File: src/rtl/qacc_pkg.sv
package qacc_pkg;

   localparam int DATA_WIDTH_DEF = 16;
   localparam int FRAC_BITS_DEF  = 14;
   localparam int STEP_W         = 5;

   localparam logic [2:0] OP_LOAD = 3'd0;
   localparam logic [2:0] OP_MUL  = 3'd1;
   localparam logic [2:0] OP_ADD  = 3'd2;
   localparam logic [2:0] OP_CONJ = 3'd3;
   localparam logic [2:0] OP_NORM = 3'd4;
   localparam logic [2:0] OP_MAT  = 3'd5;

   // Left operand: accumulator component.
   localparam logic [1:0] AX = 2'd0;
   localparam logic [1:0] AY = 2'd1;
   localparam logic [1:0] AZ = 2'd2;
   localparam logic [1:0] AW = 2'd3;
   // Right operand: accumulator component or request operand.
   localparam logic [2:0] BX = 3'd0;
   localparam logic [2:0] BY = 3'd1;
   localparam logic [2:0] BZ = 3'd2;
   localparam logic [2:0] BW = 3'd3;
   localparam logic [2:0] OX = 3'd4;
   localparam logic [2:0] OY = 3'd5;
   localparam logic [2:0] OZ = 3'd6;
   localparam logic [2:0] OW = 3'd7;

   typedef struct packed {
      logic [1:0] a_sel;
      logic [2:0] b_sel;
      logic       neg;
      logic       dbl;
      logic [1:0] col;
      logic       raw;
      logic       last;
   } micro_type;

   typedef struct packed {
      logic sqrt_go;
      logic div_go;
   } rd_cmd_type;

   function automatic micro_type mk(logic [1:0] a, logic [2:0] b, logic n, logic d,
                                    logic [1:0] c, logic l);
      micro_type m;
      m.a_sel = a;
      m.b_sel = b;
      m.neg   = n;
      m.dbl   = d;
      m.col   = c;
      m.raw   = 1'b0;
      m.last  = l;
      return m;
   endfunction

   function automatic micro_type mk_sq(logic [1:0] a, logic l);
      micro_type m;
      m       = mk(a, {1'b0, a}, 1'b0, 1'b0, 2'd0, l);
      m.raw   = 1'b1;
      return m;
   endfunction

   // Product schedule of the shared multiplier for each operation.
   function automatic micro_type micro_code(logic [2:0] op, logic [STEP_W-1:0] step);
      micro_type m;
      m = mk(AX, BX, 1'b0, 1'b0, 2'd0, 1'b1);
      case (op)
         OP_MUL: begin
            case (step)
               5'd0:  m = mk(AW, OX, 1'b0, 1'b0, 2'd0, 1'b0);
               5'd1:  m = mk(AX, OW, 1'b0, 1'b0, 2'd0, 1'b0);
               5'd2:  m = mk(AY, OZ, 1'b0, 1'b0, 2'd0, 1'b0);
               5'd3:  m = mk(AZ, OY, 1'b1, 1'b0, 2'd0, 1'b0);
               5'd4:  m = mk(AW, OY, 1'b0, 1'b0, 2'd1, 1'b0);
               5'd5:  m = mk(AY, OW, 1'b0, 1'b0, 2'd1, 1'b0);
               5'd6:  m = mk(AZ, OX, 1'b0, 1'b0, 2'd1, 1'b0);
               5'd7:  m = mk(AX, OZ, 1'b1, 1'b0, 2'd1, 1'b0);
               5'd8:  m = mk(AW, OZ, 1'b0, 1'b0, 2'd2, 1'b0);
               5'd9:  m = mk(AZ, OW, 1'b0, 1'b0, 2'd2, 1'b0);
               5'd10: m = mk(AX, OY, 1'b0, 1'b0, 2'd2, 1'b0);
               5'd11: m = mk(AY, OX, 1'b1, 1'b0, 2'd2, 1'b0);
               5'd12: m = mk(AW, OW, 1'b0, 1'b0, 2'd3, 1'b0);
               5'd13: m = mk(AX, OX, 1'b1, 1'b0, 2'd3, 1'b0);
               5'd14: m = mk(AY, OY, 1'b1, 1'b0, 2'd3, 1'b0);
               default: m = mk(AZ, OZ, 1'b1, 1'b0, 2'd3, 1'b1);
            endcase
         end
         OP_MAT: begin
            case (step)
               5'd0:  m = mk(AW, BW, 1'b0, 1'b0, 2'd0, 1'b0);
               5'd1:  m = mk(AX, BX, 1'b0, 1'b0, 2'd0, 1'b0);
               5'd2:  m = mk(AY, BY, 1'b1, 1'b0, 2'd0, 1'b0);
               5'd3:  m = mk(AZ, BZ, 1'b1, 1'b0, 2'd0, 1'b0);
               5'd4:  m = mk(AX, BY, 1'b0, 1'b1, 2'd1, 1'b0);
               5'd5:  m = mk(AW, BZ, 1'b1, 1'b1, 2'd1, 1'b0);
               5'd6:  m = mk(AX, BZ, 1'b0, 1'b1, 2'd2, 1'b0);
               5'd7:  m = mk(AW, BY, 1'b0, 1'b1, 2'd2, 1'b1);
               5'd8:  m = mk(AX, BY, 1'b0, 1'b1, 2'd0, 1'b0);
               5'd9:  m = mk(AW, BZ, 1'b0, 1'b1, 2'd0, 1'b0);
               5'd10: m = mk(AW, BW, 1'b0, 1'b0, 2'd1, 1'b0);
               5'd11: m = mk(AX, BX, 1'b1, 1'b0, 2'd1, 1'b0);
               5'd12: m = mk(AY, BY, 1'b0, 1'b0, 2'd1, 1'b0);
               5'd13: m = mk(AZ, BZ, 1'b1, 1'b0, 2'd1, 1'b0);
               5'd14: m = mk(AY, BZ, 1'b0, 1'b1, 2'd2, 1'b0);
               5'd15: m = mk(AW, BX, 1'b1, 1'b1, 2'd2, 1'b1);
               5'd16: m = mk(AX, BZ, 1'b0, 1'b1, 2'd0, 1'b0);
               5'd17: m = mk(AW, BY, 1'b1, 1'b1, 2'd0, 1'b0);
               5'd18: m = mk(AY, BZ, 1'b0, 1'b1, 2'd1, 1'b0);
               5'd19: m = mk(AW, BX, 1'b0, 1'b1, 2'd1, 1'b0);
               5'd20: m = mk(AW, BW, 1'b0, 1'b0, 2'd2, 1'b0);
               5'd21: m = mk(AX, BX, 1'b1, 1'b0, 2'd2, 1'b0);
               5'd22: m = mk(AY, BY, 1'b1, 1'b0, 2'd2, 1'b0);
               5'd23: m = mk(AZ, BZ, 1'b0, 1'b0, 2'd2, 1'b1);
               5'd24: m = mk(AW, BW, 1'b0, 1'b0, 2'd3, 1'b0);
               5'd25: m = mk(AX, BX, 1'b0, 1'b0, 2'd3, 1'b0);
               5'd26: m = mk(AY, BY, 1'b0, 1'b0, 2'd3, 1'b0);
               default: m = mk(AZ, BZ, 1'b0, 1'b0, 2'd3, 1'b1);
            endcase
         end
         OP_NORM: begin
            case (step)
               5'd0:  m = mk_sq(AX, 1'b0);
               5'd1:  m = mk_sq(AY, 1'b0);
               5'd2:  m = mk_sq(AZ, 1'b0);
               default: m = mk_sq(AW, 1'b1);
            endcase
         end
         default: m = mk(AX, BX, 1'b0, 1'b0, 2'd0, 1'b1);
      endcase
      return m;
   endfunction

endpackage

File: src/rtl/quaternion_accumulator_unit.sv
// Channel   Dir  Handshake            Payload
// req       in   req_tvalid/tready    tdata: in_x, in_y, in_z, in_w; tuser: operation
// rsp       out  rsp_tvalid/tready    tdata: row_index, col0..col3; tlast; tuser: divide_error
//
// Load, add and conjugate pass through the apply and emit states before the registered result.
// Multiply issues 16 products through the one shared multiplier stage.
// Read matrix issues 28 products on the same multiplier and emits a row after each group of them.
// Normalize sums the four squares, then runs the bit-serial square root and one divide per
// component. Synchronous reset loads the identity quaternion.
// The request side is ready only when idle; a result waiting on the output does not stall it.
module quaternion_accumulator_unit import qacc_pkg::*; #(
   parameter int DATA_WIDTH = DATA_WIDTH_DEF,
   parameter int FRAC_BITS  = FRAC_BITS_DEF
) (
   input  logic                                    clock,
   input  logic                                    reset,
   input  logic                                    req_tvalid,
   output logic                                    req_tready,
   // in_x, in_y, in_z, in_w from the lowest bit up, zero fill on top
   input  logic [((4*DATA_WIDTH+7)/8)*8-1:0]       req_tdata,
   // operation
   input  logic [2:0]                              req_tuser,
   output logic                                    rsp_tvalid,
   input  logic                                    rsp_tready,
   // row_index, col0, col1, col2, col3 from the lowest bit up, zero fill on top
   output logic [((4*DATA_WIDTH+9)/8)*8-1:0]       rsp_tdata,
   output logic                                    rsp_tlast,
   // divide_error
   output logic                                    rsp_tuser
);

   localparam int DW  = DATA_WIDTH;
   localparam int PW  = 2 * DW;
   localparam int CW  = 2 * DW + 2;
   localparam int SW  = 2 * DW + 1;
   localparam int OTW = ((4 * DW + 9) / 8) * 8;
   localparam logic signed [CW-1:0] CMAX = {{(CW-DW+1){1'b0}}, {(DW-1){1'b1}}};
   localparam logic signed [CW-1:0] CMIN = ~CMAX;
   localparam logic signed [DW-1:0] DMAX = {1'b0, {(DW-1){1'b1}}};
   localparam logic signed [DW-1:0] DMIN = ~DMAX;
   localparam logic signed [DW-1:0] ONE  = (FRAC_BITS >= DW - 1) ? DMAX : DW'(1) << FRAC_BITS;
   localparam logic signed [CW-1:0] HALF = CW'(1) << (FRAC_BITS - 1);

   typedef enum logic [8:0] {
      ST_IDLE  = 9'b000000001,
      ST_APPLY = 9'b000000010,
      ST_MAC   = 9'b000000100,
      ST_DRAIN = 9'b000001000,
      ST_GROUP = 9'b000010000,
      ST_ROOT  = 9'b000100000,
      ST_DIVGO = 9'b001000000,
      ST_DIV   = 9'b010000000,
      ST_EMIT  = 9'b100000000
   } state_type;

   function automatic logic signed [DW-1:0] sat_c(logic signed [CW-1:0] v);
      if (v > CMAX) return DMAX;
      if (v < CMIN) return DMIN;
      return v[DW-1:0];
   endfunction

   function automatic logic signed [DW-1:0] sat_add(logic signed [DW-1:0] a,
                                                    logic signed [DW-1:0] b);
      logic signed [DW:0] s;
      s = {a[DW-1], a} + {b[DW-1], b};
      if (s[DW] != s[DW-1]) return s[DW] ? DMIN : DMAX;
      return s[DW-1:0];
   endfunction

   function automatic logic signed [DW-1:0] pick(logic [1:0] sel,
      logic signed [DW-1:0] x, logic signed [DW-1:0] y,
      logic signed [DW-1:0] z, logic signed [DW-1:0] w);
      case (sel)
         2'd0:    return x;
         2'd1:    return y;
         2'd2:    return z;
         default: return w;
      endcase
   endfunction

   state_type             state_ff, state_in;
   logic [2:0]            op_ff, op_in;
   logic signed [DW-1:0]  in_x_ff, in_y_ff, in_z_ff, in_w_ff;
   logic signed [DW-1:0]  in_x_in, in_y_in, in_z_in, in_w_in;
   logic signed [DW-1:0]  acc_x_ff, acc_y_ff, acc_z_ff, acc_w_ff;
   logic signed [DW-1:0]  acc_x_in, acc_y_in, acc_z_in, acc_w_in;
   logic [STEP_W-1:0]     step_ff, step_in;
   logic [1:0]            row_ff, row_in;
   logic [1:0]            comp_ff, comp_in;
   logic                  err_ff, err_in;
   logic signed [CW-1:0]  col_ff [4];
   logic [SW-1:0]         sum_ff;
   logic                  clear_cols;

   logic                  rsp_valid_ff, rsp_valid_in;
   logic [OTW-1:0]        rsp_data_ff, rsp_data_in;
   logic                  rsp_last_ff, rsp_last_in;
   logic                  rsp_err_ff, rsp_err_in;

   micro_type             mc;
   logic                  issue;
   logic signed [DW-1:0]  op_a, op_b;
   logic                  prod_valid;
   micro_type             prod_tag;
   logic signed [PW-1:0]  prod;
   logic signed [CW-1:0]  rounded, term;

   rd_cmd_type            rd_cmd;
   logic [SW-1:0]         radicand;
   logic signed [DW-1:0]  dividend, quotient;
   logic                  rd_done;
   logic                  out_free;

   assign mc    = micro_code(op_ff, step_ff);
   assign issue = (state_ff == ST_MAC);
   assign op_a  = pick(mc.a_sel, acc_x_ff, acc_y_ff, acc_z_ff, acc_w_ff);
   assign op_b  = mc.b_sel[2] ? pick(mc.b_sel[1:0], in_x_ff, in_y_ff, in_z_ff, in_w_ff)
                              : pick(mc.b_sel[1:0], acc_x_ff, acc_y_ff, acc_z_ff, acc_w_ff);

   qacc_mac #(.DATA_WIDTH(DATA_WIDTH)) u_mac (
      .clock      (clock),
      .reset      (reset),
      .issue      (issue),
      .tag        (mc),
      .op_a       (op_a),
      .op_b       (op_b),
      .prod_valid (prod_valid),
      .prod_tag   (prod_tag),
      .prod       (prod)
   );

   // Round half up to FRAC_BITS fraction bits, then apply the doubling and sign.
   assign rounded = ($signed({{2{prod[PW-1]}}, prod}) + HALF) >>> FRAC_BITS;
   always_comb begin
      term = prod_tag.dbl ? (rounded <<< 1) : rounded;
      if (prod_tag.neg) begin
         term = -term;
      end
   end

   // When SW exceeds 64, a squared sum of 2^(SW-1) and above is clamped to 2^(SW-1)-1.
   generate
      if (SW > 64) begin : g_clamp
         assign radicand = sum_ff[SW-1] ? {1'b0, {(SW-1){1'b1}}} : sum_ff;
      end else begin : g_noclamp
         assign radicand = sum_ff;
      end
   endgenerate

   assign dividend = pick(comp_ff, acc_x_ff, acc_y_ff, acc_z_ff, acc_w_ff);

   qacc_rootdiv #(.DATA_WIDTH(DATA_WIDTH), .FRAC_BITS(FRAC_BITS)) u_rootdiv (
      .clock    (clock),
      .reset    (reset),
      .cmd      (rd_cmd),
      .radicand (radicand),
      .dividend (dividend),
      .done     (rd_done),
      .quotient (quotient)
   );

   assign out_free = !rsp_valid_ff || rsp_tready;

   always_comb begin
      state_in     = state_ff;
      op_in        = op_ff;
      in_x_in      = in_x_ff;
      in_y_in      = in_y_ff;
      in_z_in      = in_z_ff;
      in_w_in      = in_w_ff;
      acc_x_in     = acc_x_ff;
      acc_y_in     = acc_y_ff;
      acc_z_in     = acc_z_ff;
      acc_w_in     = acc_w_ff;
      step_in      = step_ff;
      row_in       = row_ff;
      comp_in      = comp_ff;
      err_in       = err_ff;
      clear_cols   = 1'b0;
      rd_cmd       = '0;
      rsp_valid_in = rsp_tready ? 1'b0 : rsp_valid_ff;
      rsp_data_in  = rsp_data_ff;
      rsp_last_in  = rsp_last_ff;
      rsp_err_in   = rsp_err_ff;

      case (state_ff)
         ST_IDLE: begin
            if (req_tvalid) begin
               op_in      = req_tuser;
               in_x_in    = req_tdata[DW-1:0];
               in_y_in    = req_tdata[2*DW-1:DW];
               in_z_in    = req_tdata[3*DW-1:2*DW];
               in_w_in    = req_tdata[4*DW-1:3*DW];
               step_in    = '0;
               row_in     = '0;
               err_in     = 1'b0;
               clear_cols = 1'b1;
               if (req_tuser inside {OP_MUL, OP_MAT, OP_NORM}) begin
                  state_in = ST_MAC;
               end else begin
                  state_in = ST_APPLY;
               end
            end
         end
         ST_APPLY: begin
            case (op_ff)
               OP_LOAD: begin
                  acc_x_in = in_x_ff;
                  acc_y_in = in_y_ff;
                  acc_z_in = in_z_ff;
                  acc_w_in = in_w_ff;
               end
               OP_ADD: begin
                  acc_x_in = sat_add(acc_x_ff, in_x_ff);
                  acc_y_in = sat_add(acc_y_ff, in_y_ff);
                  acc_z_in = sat_add(acc_z_ff, in_z_ff);
                  acc_w_in = sat_add(acc_w_ff, in_w_ff);
               end
               OP_CONJ: begin
                  acc_x_in = (acc_x_ff == DMIN) ? DMAX : -acc_x_ff;
                  acc_y_in = (acc_y_ff == DMIN) ? DMAX : -acc_y_ff;
                  acc_z_in = (acc_z_ff == DMIN) ? DMAX : -acc_z_ff;
               end
               default: ;
            endcase
            state_in = ST_EMIT;
         end
         ST_MAC: begin
            step_in = step_ff + STEP_W'(1);
            if (mc.last) begin
               state_in = ST_DRAIN;
            end
         end
         ST_DRAIN: begin
            state_in = ST_GROUP;
         end
         ST_GROUP: begin
            if (op_ff == OP_MUL) begin
               acc_x_in = sat_c(col_ff[0]);
               acc_y_in = sat_c(col_ff[1]);
               acc_z_in = sat_c(col_ff[2]);
               acc_w_in = sat_c(col_ff[3]);
               state_in = ST_EMIT;
            end else if (op_ff == OP_NORM) begin
               if (sum_ff == '0) begin
                  err_in   = 1'b1;
                  state_in = ST_EMIT;
               end else begin
                  rd_cmd.sqrt_go = 1'b1;
                  state_in       = ST_ROOT;
               end
            end else begin
               state_in = ST_EMIT;
            end
         end
         ST_ROOT: begin
            if (rd_done) begin
               comp_in  = '0;
               state_in = ST_DIVGO;
            end
         end
         ST_DIVGO: begin
            rd_cmd.div_go = 1'b1;
            state_in      = ST_DIV;
         end
         ST_DIV: begin
            if (rd_done) begin
               case (comp_ff)
                  2'd0:    acc_x_in = quotient;
                  2'd1:    acc_y_in = quotient;
                  2'd2:    acc_z_in = quotient;
                  default: acc_w_in = quotient;
               endcase
               comp_in  = comp_ff + 2'd1;
               state_in = (comp_ff == 2'd3) ? ST_EMIT : ST_DIVGO;
            end
         end
         ST_EMIT: begin
            if (out_free) begin
               rsp_valid_in = 1'b1;
               if (op_ff == OP_MAT) begin
                  rsp_data_in = OTW'({sat_c(col_ff[3]), sat_c(col_ff[2]),
                                      sat_c(col_ff[1]), sat_c(col_ff[0]), row_ff});
                  rsp_last_in = (row_ff == 2'd3);
                  rsp_err_in  = 1'b0;
                  if (row_ff == 2'd3) begin
                     state_in = ST_IDLE;
                  end else begin
                     row_in     = row_ff + 2'd1;
                     clear_cols = 1'b1;
                     state_in   = ST_MAC;
                  end
               end else begin
                  rsp_data_in = OTW'({acc_w_ff, acc_z_ff, acc_y_ff, acc_x_ff, 2'd0});
                  rsp_last_in = 1'b1;
                  rsp_err_in  = err_ff;
                  state_in    = ST_IDLE;
               end
            end
         end
         default: state_in = ST_IDLE;
      endcase
   end

   always_ff @(posedge clock) begin
      if (reset) begin
         state_ff     <= ST_IDLE;
         acc_x_ff     <= '0;
         acc_y_ff     <= '0;
         acc_z_ff     <= '0;
         acc_w_ff     <= ONE;
         rsp_valid_ff <= 1'b0;
      end else begin
         state_ff     <= state_in;
         acc_x_ff     <= acc_x_in;
         acc_y_ff     <= acc_y_in;
         acc_z_ff     <= acc_z_in;
         acc_w_ff     <= acc_w_in;
         rsp_valid_ff <= rsp_valid_in;
      end
   end

   always_ff @(posedge clock) begin
      op_ff       <= op_in;
      in_x_ff     <= in_x_in;
      in_y_ff     <= in_y_in;
      in_z_ff     <= in_z_in;
      in_w_ff     <= in_w_in;
      step_ff     <= step_in;
      row_ff      <= row_in;
      comp_ff     <= comp_in;
      err_ff      <= err_in;
      rsp_data_ff <= rsp_data_in;
      rsp_last_ff <= rsp_last_in;
      rsp_err_ff  <= rsp_err_in;
   end

   // Products land in the cycle after issue and are summed into their column, or into the square sum when raw.
   always_ff @(posedge clock) begin
      if (clear_cols) begin
         for (int i = 0; i < 4; i++) begin
            col_ff[i] <= '0;
         end
         sum_ff <= '0;
      end else if (prod_valid) begin
         if (prod_tag.raw) begin
            sum_ff <= sum_ff + SW'(unsigned'(prod));
         end else begin
            col_ff[prod_tag.col] <= col_ff[prod_tag.col] + term;
         end
      end
   end

   assign req_tready = (state_ff == ST_IDLE);
   assign rsp_tvalid = rsp_valid_ff;
   assign rsp_tdata  = rsp_data_ff;
   assign rsp_tlast  = rsp_last_ff;
   assign rsp_tuser  = rsp_err_ff;

endmodule

File: src/rtl/qacc_mac.sv
module qacc_mac import qacc_pkg::*; #(
   parameter int DATA_WIDTH = DATA_WIDTH_DEF
) (
   input  logic                          clock,
   input  logic                          reset,
   input  logic                          issue,
   input  micro_type                     tag,
   input  logic signed [DATA_WIDTH-1:0]  op_a,
   input  logic signed [DATA_WIDTH-1:0]  op_b,
   output logic                          prod_valid,
   output micro_type                     prod_tag,
   output logic signed [2*DATA_WIDTH-1:0] prod
);

   logic                          valid_ff, valid_in;
   micro_type                     tag_ff;
   logic signed [2*DATA_WIDTH-1:0] prod_ff, prod_in;

   assign valid_in = issue;
   assign prod_in  = op_a * op_b;

   always_ff @(posedge clock) begin
      if (reset) begin
         valid_ff <= 1'b0;
      end else begin
         valid_ff <= valid_in;
      end
   end

   always_ff @(posedge clock) begin
      tag_ff  <= tag;
      prod_ff <= prod_in;
   end

   assign prod_valid = valid_ff;
   assign prod_tag   = tag_ff;
   assign prod       = prod_ff;

endmodule

File: src/rtl/qacc_rootdiv.sv
module qacc_rootdiv import qacc_pkg::*; #(
   parameter int DATA_WIDTH = DATA_WIDTH_DEF,
   parameter int FRAC_BITS  = FRAC_BITS_DEF
) (
   input  logic                          clock,
   input  logic                          reset,
   input  rd_cmd_type                    cmd,
   input  logic [2*DATA_WIDTH:0]         radicand,
   input  logic signed [DATA_WIDTH-1:0]  dividend,
   output logic                          done,
   output logic signed [DATA_WIDTH-1:0]  quotient
);

   localparam int DW   = DATA_WIDTH;
   localparam int NW   = 2 * DW + 2;
   localparam int RW   = DW + 1;
   localparam int RMW  = DW + 3;
   localparam int DRW  = DW + 2;
   localparam int QW   = FRAC_BITS + 2;
   localparam int XW   = (QW > DW + 1) ? QW : DW + 1;
   localparam int CMV  = (DW + 1 > FRAC_BITS + 1) ? DW + 1 : FRAC_BITS + 1;
   localparam int CNTW = $clog2(CMV + 1);
   localparam logic [XW-1:0] QLIM = XW'(1) << (DW - 1);

   typedef enum logic [3:0] {
      RD_IDLE = 4'b0001,
      RD_SQRT = 4'b0010,
      RD_DIV  = 4'b0100,
      RD_FIN  = 4'b1000
   } rd_state_type;

   rd_state_type         state_ff, state_in;
   logic [CNTW-1:0]      cnt_ff, cnt_in;
   logic [NW-1:0]        n_ff, n_in;
   logic [RMW-1:0]       srem_ff, srem_in;
   logic [RW-1:0]        root_ff, root_in;
   logic [DRW-1:0]       drem_ff, drem_in;
   logic [QW-1:0]        q_ff, q_in;
   logic                 neg_ff, neg_in;
   logic                 first_ff, first_in;
   logic                 done_ff, done_in;
   logic signed [DW-1:0] quot_ff, quot_in;

   logic [RMW-1:0]       rem_sh, trial;
   logic [DRW-1:0]       cand;
   logic [DW-1:0]        mag;
   logic                 rnd;
   logic [XW-1:0]        qr, qs;

   always_comb begin
      state_in = state_ff;
      cnt_in   = cnt_ff;
      n_in     = n_ff;
      srem_in  = srem_ff;
      root_in  = root_ff;
      drem_in  = drem_ff;
      q_in     = q_ff;
      neg_in   = neg_ff;
      first_in = first_ff;
      done_in  = 1'b0;
      quot_in  = quot_ff;

      rem_sh = {srem_ff[RMW-3:0], n_ff[NW-1 -: 2]};
      trial  = (RMW'(root_ff) << 2) | RMW'(1);
      cand   = first_ff ? drem_ff : (drem_ff << 1);
      mag    = dividend[DW-1] ? DW'(-dividend) : DW'(dividend);
      rnd    = ({drem_ff, 1'b0} >= (DRW + 1)'(root_ff));
      qr     = XW'(q_ff) + XW'(rnd);
      qs     = (qr > QLIM) ? QLIM : qr;

      case (state_ff)
         RD_IDLE: begin
            if (cmd.sqrt_go) begin
               n_in     = NW'(radicand);
               srem_in  = '0;
               root_in  = '0;
               cnt_in   = CNTW'(DW + 1);
               state_in = RD_SQRT;
            end else if (cmd.div_go) begin
               drem_in  = DRW'(mag);
               q_in     = '0;
               neg_in   = dividend[DW-1];
               first_in = 1'b1;
               cnt_in   = CNTW'(FRAC_BITS + 1);
               state_in = RD_DIV;
            end
         end
         RD_SQRT: begin
            // One root bit per cycle: two radicand bits shift into the remainder.
            if (rem_sh >= trial) begin
               srem_in = rem_sh - trial;
               root_in = {root_ff[RW-2:0], 1'b1};
            end else begin
               srem_in = rem_sh;
               root_in = {root_ff[RW-2:0], 1'b0};
            end
            n_in   = n_ff << 2;
            cnt_in = cnt_ff - CNTW'(1);
            if (cnt_ff == CNTW'(1)) begin
               done_in  = 1'b1;
               state_in = RD_IDLE;
            end
         end
         RD_DIV: begin
            // The magnitude never exceeds the root, so the quotient has FRAC_BITS+1 bits.
            if (cand >= DRW'(root_ff)) begin
               drem_in = cand - DRW'(root_ff);
               q_in    = {q_ff[QW-2:0], 1'b1};
            end else begin
               drem_in = cand;
               q_in    = {q_ff[QW-2:0], 1'b0};
            end
            first_in = 1'b0;
            cnt_in   = cnt_ff - CNTW'(1);
            if (cnt_ff == CNTW'(1)) begin
               state_in = RD_FIN;
            end
         end
         RD_FIN: begin
            if (neg_ff) begin
               quot_in = DW'(-qs);
            end else if (qs == QLIM) begin
               quot_in = {1'b0, {(DW-1){1'b1}}};
            end else begin
               quot_in = DW'(qs);
            end
            done_in  = 1'b1;
            state_in = RD_IDLE;
         end
         default: state_in = RD_IDLE;
      endcase
   end

   always_ff @(posedge clock) begin
      if (reset) begin
         state_ff <= RD_IDLE;
         done_ff  <= 1'b0;
      end else begin
         state_ff <= state_in;
         done_ff  <= done_in;
      end
   end

   always_ff @(posedge clock) begin
      cnt_ff   <= cnt_in;
      n_ff     <= n_in;
      srem_ff  <= srem_in;
      root_ff  <= root_in;
      drem_ff  <= drem_in;
      q_ff     <= q_in;
      neg_ff   <= neg_in;
      first_ff <= first_in;
      quot_ff  <= quot_in;
   end

   assign done     = done_ff;
   assign quotient = quot_ff;

endmodule

File: config.mk
export PLATFORM = sky130hd
export DESIGN_NAME = quaternion_accumulator_unit
export DESIGN_NICKNAME = d
export VERILOG_FILES = /design/src/rtl/qacc_pkg.sv /design/src/rtl/quaternion_accumulator_unit.sv /design/src/rtl/qacc_mac.sv /design/src/rtl/qacc_rootdiv.sv
export SDC_FILE = /design/constraint.sdc
export NUM_CORES = 2
export LEC_CHECK = 0
export BUFFER_PORTS_ARGS = -buffer_cell sky130_fd_sc_hd__buf_2
export CORE_ASPECT_RATIO = 1.1
export CORE_UTILIZATION = 58
export CTS_CLUSTER_DIAMETER = 50
export DETAILED_ROUTE_END_ITERATION = 12
export PLACE_DENSITY_LB_ADDON = 0.08
export SLEW_MARGIN = 20
export SYNTH_ARGS = -nofsm -noshare
export SYNTH_HDL_FRONTEND = slang
export SYNTH_SLANG_ARGS = --single-unit
File: constraint.sdc
create_clock -name clock -period 8.7 [get_ports clock]
set_clock_uncertainty 0.15 [all_clocks]
set_input_delay 0.87 -clock clock [delete_from_list [all_inputs] [get_ports clock]]
set_output_delay 0.87 -clock clock [all_outputs]
set_load 0.1 [all_outputs]
# ---- After elaboration in Yosys (flattened, before gate mapping)
# Memories as Yosys holds them, arrays and structs flattened. A register that Yosys moved wholly into a read port is not among the register bits.
# Cells that the tools add are included.
# Widths: inputs -> output; s select.
dict set report totals {
  ff_bits 426
  mem_bits_rw 136
  romBits 416
  elab_cells 398
  mem_count 3
}
dict set report op_classes {
  n_addsub 20
  mul 1
  order_cmp 12
  n_eq_ne 63
  muxes 224
  n_bitwise 1
  n_reduce_logical 37
}
# name words width read_ports rd_ports_with_merged_regs write_ports line_no
set mem_list {}
lappend mem_list {{(name not given)} 32 9 1 1 0 qacc_pkg.sv:90} ;# case (step)
lappend mem_list {col_ff 4 34 5 1 4 quaternion_accumulator_unit.sv:91} ;# logic signed [CW-1:0] col_ff [4];
lappend mem_list {{(name not given)} 16 8 1 1 0 qacc_pkg.sv:70} ;# case (step)
# operator n
set ops {}
lappend ops {{$mux 16} 57}
lappend ops {{$pmux 16 s3} 11}
lappend ops {{$gt 34x16->1 const B} 4}
lappend ops {{$lt 34x16->1 const B} 4}
lappend ops {{$mux 34} 3}
lappend ops {{$mux 1} 96}
lappend ops {{$mux 9} 10}
lappend ops {{$pmux 9 s9} 1}
lappend ops {{$neg 16->16} 5}
lappend ops {{$mux 18} 4}
lappend ops {{$add 16x16->17} 4}
lappend ops {{$mux 17} 4}
lappend ops {{$pmux 17 s2} 2}
lappend ops {{$pmux 34 s2} 1}
lappend ops {{$mux 66} 1}
lappend ops {{$pmux 11 s3} 2}
lappend ops {{$pmux 16 s2} 2}
lappend ops {{$eq 16x16->1 const B} 3}
lappend ops {{$pmux 18 s2} 1}
lappend ops {{$reduce_and 5->1} 7}
lappend ops {{$add 34x34->34} 1}
lappend ops {{$neg 20->34} 1}
lappend ops {{$reduce_or 34->1} 1}
lappend ops {{$add 32x15->33 const B} 1}
lappend ops {{other kinds (62)} 132}

# ---- Longest topological paths before layout
# An unclocked memory read counts as a cell.
dict set report logic_depth {
  ltp_word 13
  ltp_mapped 36
}

# ---- Cells and area by module
# Synthesis repeated with hierarchy kept, for this count alone.
dict set report unflattened {
  hier_cells 5446
  area_unflattened_um2 49631.4
}
# module instances cells_each area_per_inst_um2 seq_area_each_um2
set by_module_without_submodules {}
lappend by_module_without_submodules {quaternion_accumulator_unit 1 3359 29951.2 10920.5}
lappend by_module_without_submodules {qacc_mac 1 1165 10830.4 880.8}
lappend by_module_without_submodules {qacc_rootdiv 1 922 8849.7 3853.7}

# ---- Least setup slack after synthesis
# OpenSTA, ideal clock, no wires.
dict set report synth_timing {
  path_type {reg-to-reg}
  start {register step_ff[3]}
  end {register u_mac.prod_ff[31] (netlist: u_mac.prod[31])}
  setup_ns 0.120
  arrival_time_ns 7.876
  slack_ns 0.554
  path_stages_with_launch 29
  synth_period_minus_slack_ns 8.146
  path_cell_list {edfxtp_1 > or3_1 > nor3_1 > nor2_1 > a21oi_2 > buf_2 > mux2i_1 > clkbuf_1 > nand2b_1 > fa_1 > inv_1 > fa_1 > inv_1 > fa_1 > inv_1 > fa_1 > fa_1 > inv_1 > fa_1 > inv_1 > ha_1 > and3_1 > a221oi_1 > nor2_1 > a21oi_1 > o311ai_0 > nor2_1 > o21bai_1 > xnor2_1}
}
dict set report synth_via {
  elab_chain_cells 7
}
# element line_no
set synth_lines {}
lappend synth_lines {{start, declared} quaternion_accumulator_unit.sv:87} ;# logic [STEP_W-1:0] step_ff, step_in;
lappend synth_lines {{start signal, assigned} quaternion_accumulator_unit.sv:329} ;# step_ff <= step_in;
lappend synth_lines {{$eq 5x2->1 (tied with other cells)} qacc_pkg.sv:122} ;# case (step)
lappend synth_lines {{$pmux 11 s3 *} qacc_pkg.sv:122}
lappend synth_lines {{$pmux 11 s3 *} qacc_pkg.sv:68} ;# case (op)
lappend synth_lines {{$eq 2x2->1 (tied with other cells)} quaternion_accumulator_unit.sv:73} ;# case (sel)
lappend synth_lines {{$pmux 16 s3} quaternion_accumulator_unit.sv:73}
lappend synth_lines {{$mux 16} quaternion_accumulator_unit.sv:117} ;# assign op_b = mc.b_sel[2] ? pick(mc.b_sel[1:0], in_x_ff, in_y_ff, in_z_ff, in_w_ff)
lappend synth_lines {{$mul 16x16->32 *} qacc_mac.sv:20} ;# assign prod_in = op_a * op_b;
lappend synth_lines {{net u_mac.prod_in[31]} qacc_mac.sv:17} ;# logic signed [2*DATA_WIDTH-1:0] prod_ff, prod_in;
lappend synth_lines {{end signal, assigned} qacc_mac.sv:32} ;# prod_ff <= prod_in;
lappend synth_lines {{end, declared} qacc_mac.sv:17}
# Mark *: on every way through the listed nets, which the timed path passes. The rest lies on a longest branch.
# A chain may end at the register's enable or synchronous reset.

# ---- Final worst setup path
dict set report layout_timing {
  start {register step_ff[2]}
  end {register u_mac.prod_ff[31] (netlist: u_mac.prod[31])}
}
# The elaborated chain is that of the path after synthesis.

==> flow_metrics.tcl <==
set metrics [dict create \
    timing.hold.ws_ns 0.218 \
    slowest_stage "fa_1" \
    hold_buffers 0 \
    clock-sinks 573 \
    irDropWorstVdd_mv 0.222 \
    fp.dieH_um 306 \
    grt_max_degree 81 \
    grt_first_pass_wirelength_um 257000 \
    postRouteAntennaNets 0 \
    avgSynthCellArea_sq_um 8.84 \
    fin_total_pwr_mw 11.7 \
    synth_edf_count 406 \
    finalMaxSlewViolations 0 \
    post-route-min-period_ns 8.26 \
    grt-ovfl-total 0 \
    synth_cell_types 102 \
    clockBufferDepth 3 \
    place_hpwl_um 133000 \
    critPathLaunchType "register" \
    seq_power_share_pct 31.7 \
    pre_cts_slack_ns 0.396 \
    fmax_mhz 121 \
    drc 0 \
    num_vias 43482 \
    dr.pass1.iters 7 \
    synth.area.top_cells "edfxtp_1, fa_1, ha_1" \
    seq_area_frac_synth_pct 31.9 \
    drive_above_1_share_pct 10.6 \
    switchingPower_mw 4.77 \
    ys_ff_latch 573 \
    swShare_pct 40.8 \
    crit_required_ns 9.15 \
    rows 111 \
    syn_area_sq_um 48800 \
    yosysTopAreaCell "edfxtp_1" \
    synth_common_cells "nand2_1, nor2_1, inv_1, edfxtp_1, o21ai_0" \
    grt_pass1_vias 40962 \
    finalSetupViolations 0 \
    hold_class "in2reg" \
    powerDensity_nw_per_um2 217 \
    path_buf_inv 8 \
    period_share_pct 94.9 \
    p_leak_nw 22.6 \
    power_frac_clock_pct 29.4 \
    drtIter0Drc 5156 \
    die_w_um 278 \
    numCtsBuffers 81 \
    cp_common_cell "fa_1" \
    p_int_mw 6.93 \
    run_status "complete, no violations" \
    io_buffer_count 140 \
    path_max_fanout 37 \
    crit_family "adder cells" \
    routed_wl_um 174000 \
    htree_levels 3 \
    finalSetupTns_ns 0 \
    yosysMostFrequentCell "nand2_1" \
    io_pins 147 \
    die-area_sq_um 85200 \
    synth_warnings 0 \
    ys.flop_type "edfxtp_1" \
    syn2layout_area_growth_pct 10.6 \
    crit_type "reg2reg" \
    cts_tree "yes" \
    vias_per_cell 6.43 \
    rsz0062_at_grt "false" \
    hold_viol_final 0 \
    clock_latency_ns 0.68 \
    coreArea_sq_um 83300 \
    max-cap-violations 0 \
    max_stage_delay_ns 0.54 \
    globalplace.congestion 1.03 \
    worstPathArrival_ns 8.71 \
    antenna_found_initial 9 \
    crit_path_end_kind "register" \
    worst_slew_pin_slew_ns 1.17 \
    async_reset_ff_share_pct 0 \
    syn_inst 5518 \
    grt_util_all_layers_pct 40.4 \
    post-route-worst-setup-slack_ns 0.440 \
    start_util_pct 58.5 \
    fin_nets 6245 \
    yosysTopAreaCellShare_pct 25.0 \
    max_slew_margin_pct 21.6 \
    comb_power_share_pct 39.0 \
    wl_per_cell_um 25.7 \
    root_buffer "clkbuf_16" \
    clkSlewWorstSetupHoldPaths_ns 0.06 \
]
[sequential cells by signal, summed over array words and instances (netlist names), 9 cells and up, named ones only]
signal and flops:
in_z_ff 16, acc_x_ff 16, radicand 33, u_rootdiv.root_ff 17
state_ff 9, in_x_ff 16, acc_w_ff 16, u_rootdiv.q_ff 16
u_rootdiv.n_ff 34, in_w_ff 16, acc_z_ff 16, u_mac.prod 32
u_rootdiv.quotient 16, rsp_tdata 66, in_y_ff 16, col_ff 136
u_rootdiv.srem_ff 17, u_rootdiv.drem_ff 18, acc_y_ff 16
[metal layers]
| metal | up-vias | GRT usage (%) | wire length, um |
|---|---|---|---|
| met2 | 2305 | 62.1 | 76600 |
| met1 | 21032 | 54.3 | 69400 |
| met3 | 479 | 8.11 | 17300 |
| met5 | - | 0 | 46 |
| met4 | 8 | 21.0 | 10500 |
| li1 | 19658 | - | - |
[what timing repair did]
item                       CTS  global route
setup endpoints to repair    0             5
setup buffers                0             4
gates resized for setup      0             5
[layout make-up]
type	count	area, sq um
Timing Repair Buffer	300	2070
Fill cell	7149	29400
Antenna cell	4	10.0
Clock buffer	105	2240
Clock inverter	46	573
Sequential cell	573	15500
Inverter	431	1620
Tap cell	1073	1340
Multi-Input combinational cell	4226	30500
[metrics by stage]
step / std cells / cell area (sq um) / util, %
detailed placement: 6598 / 51000 / 61.2
CTS: 6749 / 53800 / 64.6
global route: 6755 / 53900 / 64.7
global placement: 6598 / 51000 / 61.2
finish: 6758 / 53900 / 64.7
floorplan: 5523 / 48800 / -
[path summary, 6_finish.rpt]
path         cells past startpoint     startpoint                 to  slack, ns
max                             31     step_ff[2]     u_mac.prod[31]       0.44
min                              1  req_tdata[62]        in_w_ff[14]       0.22
max reg2reg                     31     step_ff[2]     u_mac.prod[31]       0.44
min reg2reg                      1       register  u_mac.prod_tag[4]       0.35
[logic make-up after synthesis]
| group | share of synthesized area (%) |
|---|---|
| buffers and inverters | 5.89 |
| AO/OA/AOI/OAI | 16.4 |
| adder cells (fa/ha/maj) | 18.7 |
| flip-flops | 31.9 |
| multiplexers | 3.71 |
| AND/OR/NAND/NOR | 18.9 |
| other | 0.00769 |
| XOR/XNOR | 4.56 |
[power groups by stage]
stage / clock network (mW) / logic [mW] / registers, mW
after floorplan: 0 / 3.13 / 3.41
after global placement: 0 / 4.39 / 3.73
after detailed placement: 0 / 4.43 / 3.73
after CTS: 3.45 / 4.47 / 3.68
after global routing: 3.55 / 4.98 / 3.69
final: 3.44 / 4.56 / 3.70
[cells in the final DEF, fill, tap and decap left out, types with 34 or more instances in the layout]
cell type and count:
nor2b_1 50, nor3_1 99, clkbuf_16 84, dfxtp_1 165
a21o_1 82, ha_1 291, nand3_1 158, xnor2_1 160
o21ai_0 348, mux2i_1 66, o211ai_1 46, a211oi_1 58
buf_2 140, nand2b_1 64, nor2_1 578, a21oi_1 330
mux2_2 34, and2_1 67, edfxtp_1 406, nor4_1 53
nand4_1 54, mux4_2 34, xor2_1 92, o21a_1 44
buf_4 146, and3_1 36, fa_1 270, a31oi_1 63
inv_1 427, nand2_1 689
Power figures use the tool's default switching activity.
